--- src/ofbc_pkg.sv ---
// shared types and constants of the fragment buffer compositor
package ofbc_pkg;

    localparam logic [1:0] OP_CLEAR   = 2'd0;
    localparam logic [1:0] OP_ADD     = 2'd1;
    localparam logic [1:0] OP_COMPOSE = 2'd2;
    localparam logic [1:0] OP_UNUSED  = 2'd3;

    localparam logic REG_WIDTH  = 1'b0;
    localparam logic REG_HEIGHT = 1'b1;

    localparam int CFG_W = 9;

    typedef enum logic [1:0] {
        ST_COMPOSED     = 2'd0,
        ST_EMPTY        = 2'd1,
        ST_OUT_OF_RANGE = 2'd2
    } status_t;

    typedef struct packed {
        logic [23:0] depth;
        logic [7:0]  red;
        logic [7:0]  green;
        logic [7:0]  blue;
        logic [7:0]  alpha;
    } frag_t;

    typedef struct packed {
        logic    in_ready;
        logic    latch;
        logic    cnt_rd;
        logic    add_wr;
        logic    clr_step;
        logic    comp_init;
        logic    frag_rd;
        logic    lane_ins;
        logic    blend_mul;
        logic    blend_div;
        logic    blend_fix;
        logic    out_load;
        status_t out_status;
    } cmd_t;

    typedef struct packed {
        logic       in_valid;
        logic [1:0] op;
        logic       in_range;
        logic       cnt_full;
        logic       cnt_zero;
        logic       clr_last;
        logic       fetch_done;
        logic       blend_last;
        logic       out_busy;
    } sts_t;

endpackage

--- src/ofbc_ctrl.sv ---
// sequencing state machine of the fragment buffer compositor
module ofbc_ctrl
    import ofbc_pkg::*;
(
    input  logic clk,
    input  logic rst_n,
    input  sts_t sts,
    output cmd_t cmd
);

    typedef enum logic [3:0] {
        S_CLEAR,
        S_IDLE,
        S_DECODE,
        S_COUNT,
        S_FETCH,
        S_MUL,
        S_DIV,
        S_FIX,
        S_RESULT
    } state_t;

    state_t  state_reg, state_next;
    status_t res_reg, res_next;
    logic    rd_pend_reg;

    always_comb
    begin
        cmd        = '0;
        cmd.out_status = res_reg;
        state_next = state_reg;
        res_next   = res_reg;
        case (state_reg)
            S_CLEAR:
            begin
                cmd.clr_step = 1'b1;
                if (sts.clr_last)
                    state_next = S_IDLE;
            end
            S_IDLE:
            begin
                cmd.in_ready = 1'b1;
                cmd.latch    = sts.in_valid;
                if (sts.in_valid)
                    state_next = S_DECODE;
            end
            S_DECODE:
            begin
                case (sts.op)
                    OP_CLEAR:
                        state_next = S_CLEAR;
                    OP_ADD:
                    begin
                        cmd.cnt_rd = sts.in_range;
                        state_next = sts.in_range ? S_COUNT : S_IDLE;
                    end
                    OP_COMPOSE:
                    begin
                        cmd.cnt_rd = sts.in_range;
                        if (sts.in_range)
                            state_next = S_COUNT;
                        else
                        begin
                            res_next   = ST_OUT_OF_RANGE;
                            state_next = S_RESULT;
                        end
                    end
                    default:
                        state_next = S_IDLE;
                endcase
            end
            S_COUNT:
            begin
                if (sts.op == OP_COMPOSE)
                begin
                    if (sts.cnt_zero)
                    begin
                        res_next   = ST_EMPTY;
                        state_next = S_RESULT;
                    end
                    else
                    begin
                        cmd.comp_init = 1'b1;
                        state_next    = S_FETCH;
                    end
                end
                else
                begin
                    cmd.add_wr = !sts.cnt_full;
                    state_next = S_IDLE;
                end
            end
            S_FETCH:
            begin
                cmd.frag_rd  = !sts.fetch_done;
                cmd.lane_ins = rd_pend_reg;
                if (sts.fetch_done && !rd_pend_reg)
                    state_next = S_MUL;
            end
            S_MUL:
            begin
                cmd.blend_mul = 1'b1;
                state_next    = S_DIV;
            end
            S_DIV:
            begin
                cmd.blend_div = 1'b1;
                state_next    = S_FIX;
            end
            S_FIX:
            begin
                cmd.blend_fix = 1'b1;
                if (sts.blend_last)
                begin
                    res_next   = ST_COMPOSED;
                    state_next = S_RESULT;
                end
                else
                    state_next = S_MUL;
            end
            S_RESULT:
            begin
                if (!sts.out_busy)
                begin
                    cmd.out_load = 1'b1;
                    state_next   = S_IDLE;
                end
            end
            default:
                state_next = S_IDLE;
        endcase
    end

    always_ff @(posedge clk or negedge rst_n)
    begin
        if (!rst_n)
        begin
            state_reg   <= S_CLEAR;
            res_reg     <= ST_COMPOSED;
            rd_pend_reg <= 1'b0;
        end
        else
        begin
            state_reg   <= state_next;
            res_reg     <= res_next;
            rd_pend_reg <= cmd.frag_rd;
        end
    end

endmodule

--- config.mk ---
export PLATFORM = sky130hd
export DESIGN_NAME = ofbc_ctrl
export DESIGN_NICKNAME = d
export VERILOG_FILES = /design/src/ofbc_pkg.sv /design/src/ofbc_ctrl.sv
export SDC_FILE = /design/constraint.sdc
export NUM_CORES = 1
export LEC_CHECK = 0
export BUFFER_PORTS_ARGS = -buffer_cell sky130_fd_sc_hd__buf_2
export CAP_MARGIN = 30
export CORE_MARGIN = 1.5
export CORE_UTILIZATION = 41
export CTS_CLUSTER_DIAMETER = 150
export DETAILED_ROUTE_END_ITERATION = 6
export PLACE_DENSITY = 0.73
export RECOVER_POWER = 100
export SYNTH_ARGS = -nofsm -noshare
export SYNTH_HDL_FRONTEND = slang
export SYNTH_SLANG_ARGS = --single-unit
--- constraint.sdc ---
create_clock -name clk -period 1.5 [get_ports clk]
set_input_delay 0.15 -clock clk [delete_from_list [all_inputs] [get_ports clk]]
set_output_delay 0.15 -clock clk [all_outputs]
set_load 0.02 [all_outputs]
==> results.json, run 1 <==
{
  "rr_endpoint": "state_reg[0]",
  "timing.critical_path.buf_inv": 2,
  "crit_chain": "buf_4, nor2_2, nor4bb_2, buf_2",
  "p_per_area_nw_per_um2": 1790,
  "clock-sinks": 7,
  "synth_area_um2": 624,
  "multi_input_area_um2": 507,
  "irDropWorstVdd_mv": 1.05,
  "vias": 754,
  "most-common-layout-cells": "buf_4 (23), buf_2 (13), buf_6 (7)",
  "wl_per_cell_um": 15.4,
  "syn_nets": 89,
  "register_area_um2": 179,
  "path_clk_slew_ns": 0.06,
  "maxCapViolations": 0,
  "crit_slowest_cell": "dfrtp_2",
  "drive_gt1_share_pct": 60.0,
  "violations": "setup timing",
  "max_freq_mhz": 597,
  "cts_max_level": 1,
  "maxSlewHeadroom_pct": 73.6,
  "p_leak_uw": 0.000527,
  "finalWorstSetupSlack_ns": -0.174,
  "syn-mean-instance-area_um2": 8.44,
  "min-delay-path-class": "in2reg",
  "cts-root-buf": "clkbuf_4",
  "fillers": 82,
  "place_ws_ns": 0.0396,
  "drtIter0Drc": 17,
  "die_h_um": 42.0,
  "die_w_um": 42.0,
  "final_net_count": 136,
  "hold_viol": 0,
  "cts_tree": "yes",
  "place_hpwl_um": 1250,
  "areaGrowthSynthToFinish_pct": 74.1,
  "routed_wl_um": 2080,
  "reg2reg_depth": 6,
  "port_buffers": 25,
  "largest_reg_flops": 4,
  "setup_viol": 9,
  "min_to": "rd_pend_reg",
  "holdCritStartpoint": "sts[2]",
  "ys.warnings.count": 0,
  "grt_max_degree": 9,
  "arrival_ns": 1.52,
  "synth_cells": 74,
  "cp.required_ns": 1.35,
  "end_kind": "primary output",
  "layout_commonest_cell": "buf_4",
  "cts_buffer_depth": 2,
  "setup.worst_path.class": "reg2out",
  "ys_seq_area_share_pct": 28.1,
  "first_global_vias": 678,
  "grt_pass1_wl_um": 2920,
  "start_util_pct": 45.7,
  "cts_made_buffers": 3,
  "r2r_slack_ns": 0.03,
  "synth.distinct_cells": 32,
  "num_antenna_cells": 0,
  "cp_top_family": "simple AND/OR/NAND/NOR gates",
  "period_minus_slack_ns": 1.67,
  "grt_usage_pct": 22.1,
  "critPathLaunchType": "register",
  "vias_per_cell": 5.59,
  "worst_clock_skew_ns": 0.00527,
  "overflow": 0,
  "timing.rr.start": "state_reg[2]",
  "gp_congestion": 0.820,
  "tightestPinTransition_ns": 0.397,
  "synth-seq-cells": 7,
  "outcome": "finished with violations",
  "core-area_um2": 1370,
  "io_pins": 26,
  "drv_slew": 0,
  "rows": 13,
  "final_antenna_net_count": 0,
  "fin_tns_setup_ns": -0.661,
  "antenna_found_initial": 0,
  "clk-insertion-delay-late_ns": 0.26,
  "finalCritPeriodShare_pct": 112,
  "dieArea_um2": 1770,
  "slowest_delay_ns": 0.42,
  "crit_start": "state_reg[0]",
  "hold_depth": 3,
  "first_pass_iters": 4,
  "drc_errors": 0,
  "cp_max_fo": 4,
  "rsz0062_at_grt": "true"
}
[worst register-to-register path: cells and delay by family, from the launching register on]
kind                   cells  cell delay (ns)
AOI/OAI and AO/OA          3             0.48
DFF                        1             0.44
buffers and inverters      2             0.31
and+or+nand+nor            1             0.13
[what timing repair did]
| action | in CTS | in global routing |
|---|---|---|
| endpoints found under the hold margin | 7 | 0 |
| resized for setup | 21 | 18 |
| buffers inserted | 10 | 3 |
| hold buffers | 1 | 0 |
| pin swaps | 4 | 5 |
| cloned | 0 | 0 |
| endpoints found under the setup margin | 10 | 15 |
[power breakdown]
part | switching (uW) | internal, uW
clock network | 76.4 | 102
registers | 77.1 | 259
logic | 713 | 715
total | 867 | 1080
[worst max path at each step]
| stage | to | slack, ns | depth (start not counted) |
|---|---|---|---|
| floorplan | cmd[12] | 0.05 | 5 |
| global placement | res_reg[0] | 0.06 | 3 |
| detailed placement | res_reg[0] | 0.04 | 3 |
| CTS | cmd[11] | -0.12 | 4 |
| global route | cmd[2] | -0.25 | 4 |
| finish | cmd[2] | -0.17 | 4 |
[metal layers]
layer  vias to the layer above  track usage [%]  part of all wire [%]
met5                         -                0                     0
met4                         0             8.75                   2.2
met3                         8             9.05                   4.9
met2                        21             37.2                    54
met1                       367             24.7                    39
li1                        358                -                     -
[logic make-up (layout without fill, tap and decap cells)]
family                     Yosys count  in the layout  share of synthesized area [%]
muxes                                3              3                           5.01
buffers and inverters               10             56                           9.02
adders and majority gates            3              3                           6.01
AOI/OAI and AO/OA                   13             13                           15.4
DFF                                  7              7                           28.1
and+or+nand+nor                     38             38                           36.5
[Yosys cell counts]
master	instances	area (um2)
nor2b_1	1	6.26
a31oi_1	1	6.26
nor4b_1	2	17.5
ha_1	3	37.5
and2_1	1	6.26
nand2b_1	4	25.0
and3b_1	2	17.5
nand3b_1	2	15.0
or2_2	1	6.26
dfrtp_1	7	175
or2_0	1	6.26
buf_2	3	15.0
nor3_1	2	10.0
a32oi_2	1	16.3
nand4b_1	1	8.76
nand3_1	1	5.00
mux2i_1	2	20.0
nor3_4	1	16.3
o311ai_1	1	8.76
nor2_1	8	30.0
inv_1	5	18.8
a22oi_1	2	15.0
a21o_1	1	7.51
o2bb2ai_1	1	8.76
o21ai_0	5	25.0
nor4bb_1	1	10.0
and3_1	1	6.26
mux2_1	1	11.3
nor4_1	3	18.8
o31a_1	1	8.76
nand2_1	6	22.5
buf_6	2	22.5
[per-stage QoR]
stage / area (um2) / util (%) / hold slack [ns] / total power, uW / instances
final: 1090 / 79.6 / 0.219 / 1940 / 135
after CTS: 1000 / 73.3 / 0.0836 / 1720 / 132
after global placement: 826 / 60.4 / -0.0110 / 1250 / 118
after detailed placement: 826 / 60.4 / -0.00979 / 1270 / 118
after global routing: 1090 / 79.6 / 0.218 / 2050 / 135
after floorplan: 652 / - / -0.146 / 994 / 74
[cell type report]
cell class                 instances  share of cell area [%]
timing repair buffer              47                    31.1
clock buffer                       4                    2.42
tap                               15                    1.73
sequential                         7                    16.5
multi-input combinational         57                    46.6
inverter                           5                    1.73
Power figures use the tool's default switching activity.
==> inputs of run 2 (changes only) <==
--- a/config.mk
+++ b/config.mk
@@ -8,10 +8,9 @@
 export BUFFER_PORTS_ARGS = -buffer_cell sky130_fd_sc_hd__buf_2
 export CAP_MARGIN = 30
 export CORE_MARGIN = 1.5
-export CORE_UTILIZATION = 41
+export CORE_UTILIZATION = 30
 export CTS_CLUSTER_DIAMETER = 150
 export DETAILED_ROUTE_END_ITERATION = 6
-export PLACE_DENSITY = 0.73
 export RECOVER_POWER = 100
 export SYNTH_ARGS = -nofsm -noshare
 export SYNTH_HDL_FRONTEND = slang
==> results.json, run 2 (synthesis results as in run 1) <==
{
  "setup.worst_path.class": "reg2out",
  "first_pass_iters": 4,
  "cts_made_buffers": 3,
  "p_per_area_nw_per_um2": 1750,
  "drv_slew": 0,
  "clkPwrFrac_pct": 10.1,
  "irDropWorstVdd_mv": 1.01,
  "utilization_pct": 51.7,
  "place_hpwl_um": 1320,
  "drive_gt1_share_pct": 52.2,
  "max_freq_mhz": 623,
  "seq_power_share_pct": 18.3,
  "place_ws_ns": 0.0198,
  "cts-root-buf": "clkbuf_4",
  "internal-power_uw": 973,
  "violations": "setup timing",
  "die_w_um": 48.6,
  "critPathLaunchType": "register",
  "crit_slowest_cell": "dfrtp_1",
  "clock-sinks": 7,
  "port_buffers": 25,
  "worst_clock_skew_ns": 0.00573,
  "grt_pass1_wl_um": 3050,
  "cp.required_ns": 1.35,
  "min-delay-path-class": "in2reg",
  "arrival_ns": 1.46,
  "cp_max_fo": 5,
  "dieArea_um2": 2360,
  "grt_usage_pct": 16.6,
  "slowest_delay_ns": 0.40,
  "rsz0062_at_grt": "true",
  "routed_wl_um": 1780,
  "final_antenna_net_count": 0,
  "fillers": 218,
  "period_minus_slack_ns": 1.61,
  "cts_max_level": 1,
  "p_leak_uw": 0.000493,
  "antenna_found_initial": 0,
  "start_util_pct": 31.8,
  "core-area_um2": 1960,
  "layout_commonest_cell": "buf_2",
  "cts_buffer_depth": 2,
  "drc_errors": 0,
  "die_h_um": 48.6,
  "p_comb_share_pct": 71.6,
  "first_global_vias": 671,
  "cts_tree": "yes",
  "vias_per_cell": 4.99,
  "wl_per_cell_um": 12.7,
  "hold_viol": 0,
  "finalCritPeriodShare_pct": 107,
  "final_net_count": 129,
  "areaGrowthSynthToFinish_pct": 62.3,
  "largest_reg_flops": 4,
  "io_pins": 26,
  "outcome": "finished with violations",
  "grt_max_degree": 13,
  "path_clk_slew_ns": 0.06,
  "power.switching_uw": 802,
  "overflow": 0,
  "drtIter0Drc": 19,
  "end_kind": "primary output",
  "p_sw_share_pct": 45.2,
  "gp_congestion": 0.782,
  "maxSlewHeadroom_pct": 72.3,
  "finalWorstSetupSlack_ns": -0.106,
  "clk-insertion-delay-late_ns": 0.26,
  "fin_tns_setup_ns": -0.292,
  "rows": 16,
  "crit_chain": "or2_4, buf_6, nor4b_4, buf_4",
  "maxCapViolations": 0,
  "tightestPinTransition_ns": 0.416,
  "setup_viol": 7,
  "vias": 699,
  "most-common-layout-cells": "buf_2 (16), buf_4 (13), buf_6 (7)",
  "num_antenna_cells": 0
}
==> run 2: path summary, 6_finish.rpt <==
check	from	to	slack (ns)	depth (start not counted)
min reg2reg	res_reg[0]	res_reg[0]	0.52	1
min in group asynchronous	rst_n	state_reg[2]	0.33	2
max in group asynchronous	rst_n	state_reg[0]	0.86	2
max reg2reg	state_reg[2]	res_reg[0]	0.05	4
max	state_reg[2]	cmd[11]	-0.11	4
min	sts[2]	rd_pend_reg	0.1	2
==> run 2: layer usage <==
metal | vias up | part of all wire, % | GRT usage, %
met2 | 22 | 48 | 25.8
met5 | - | 0 | 0
met4 | 0 | 0.79 | 5.71
li1 | 345 | - | -
met1 | 330 | 45 | 22.4
met3 | 2 | 5.6 | 4.01
==> run 2: power by group through the flow <==
| stage | Clock, uW | Combinational [uW] | Sequential (uW) |
|---|---|---|---|
| after floorplan | 0 | 674 | 320 |
| after global placement | 0 | 938 | 318 |
| after detailed placement | 0 | 950 | 324 |
| after CTS | 182 | 1150 | 311 |
| after global routing | 196 | 1390 | 333 |
| final | 179 | 1270 | 324 |
==> run 2: stage by stage <==
step / instances / instance area, um2 / total power [uW] / hold slack, ns
2_1_floorplan: 74 / 652 / 994 / -0.146
3_3_place_gp: 130 / 841 / 1260 / -0.00388
3_5_place_dp: 130 / 841 / 1270 / -0.00337
4_1_cts: 139 / 957 / 1640 / 0.0919
5_1_grt: 140 / 1010 / 1910 / 0.0908
6_report: 140 / 1010 / 1780 / 0.0953
==> run 2: cell type report <==
type | count | area (um2) | area share, %
sequential | 7 | 176 | 17.4
tap | 27 | 33.8 | 3.33
clock buffer | 4 | 26.3 | 2.59
timing repair buffer | 40 | 278 | 27.4
multi-input combinational | 57 | 480 | 47.4
inverter | 5 | 18.8 | 1.85
==> run 2: repair_timing <==
item,CTS,global route
gates resized for setup,13,19
pin swaps,6,4
hold endpoints to repair,7,0
endpoints found under the setup margin,9,12
setup buffers,4,1
hold buffers,1,0
==> run 2: critical path: cells and delay by family, from the launching register on <==
family	cells	cell delay (ns)
and+or+nand+nor	2	0.48
DFF	1	0.40
buffers and inverters	2	0.32
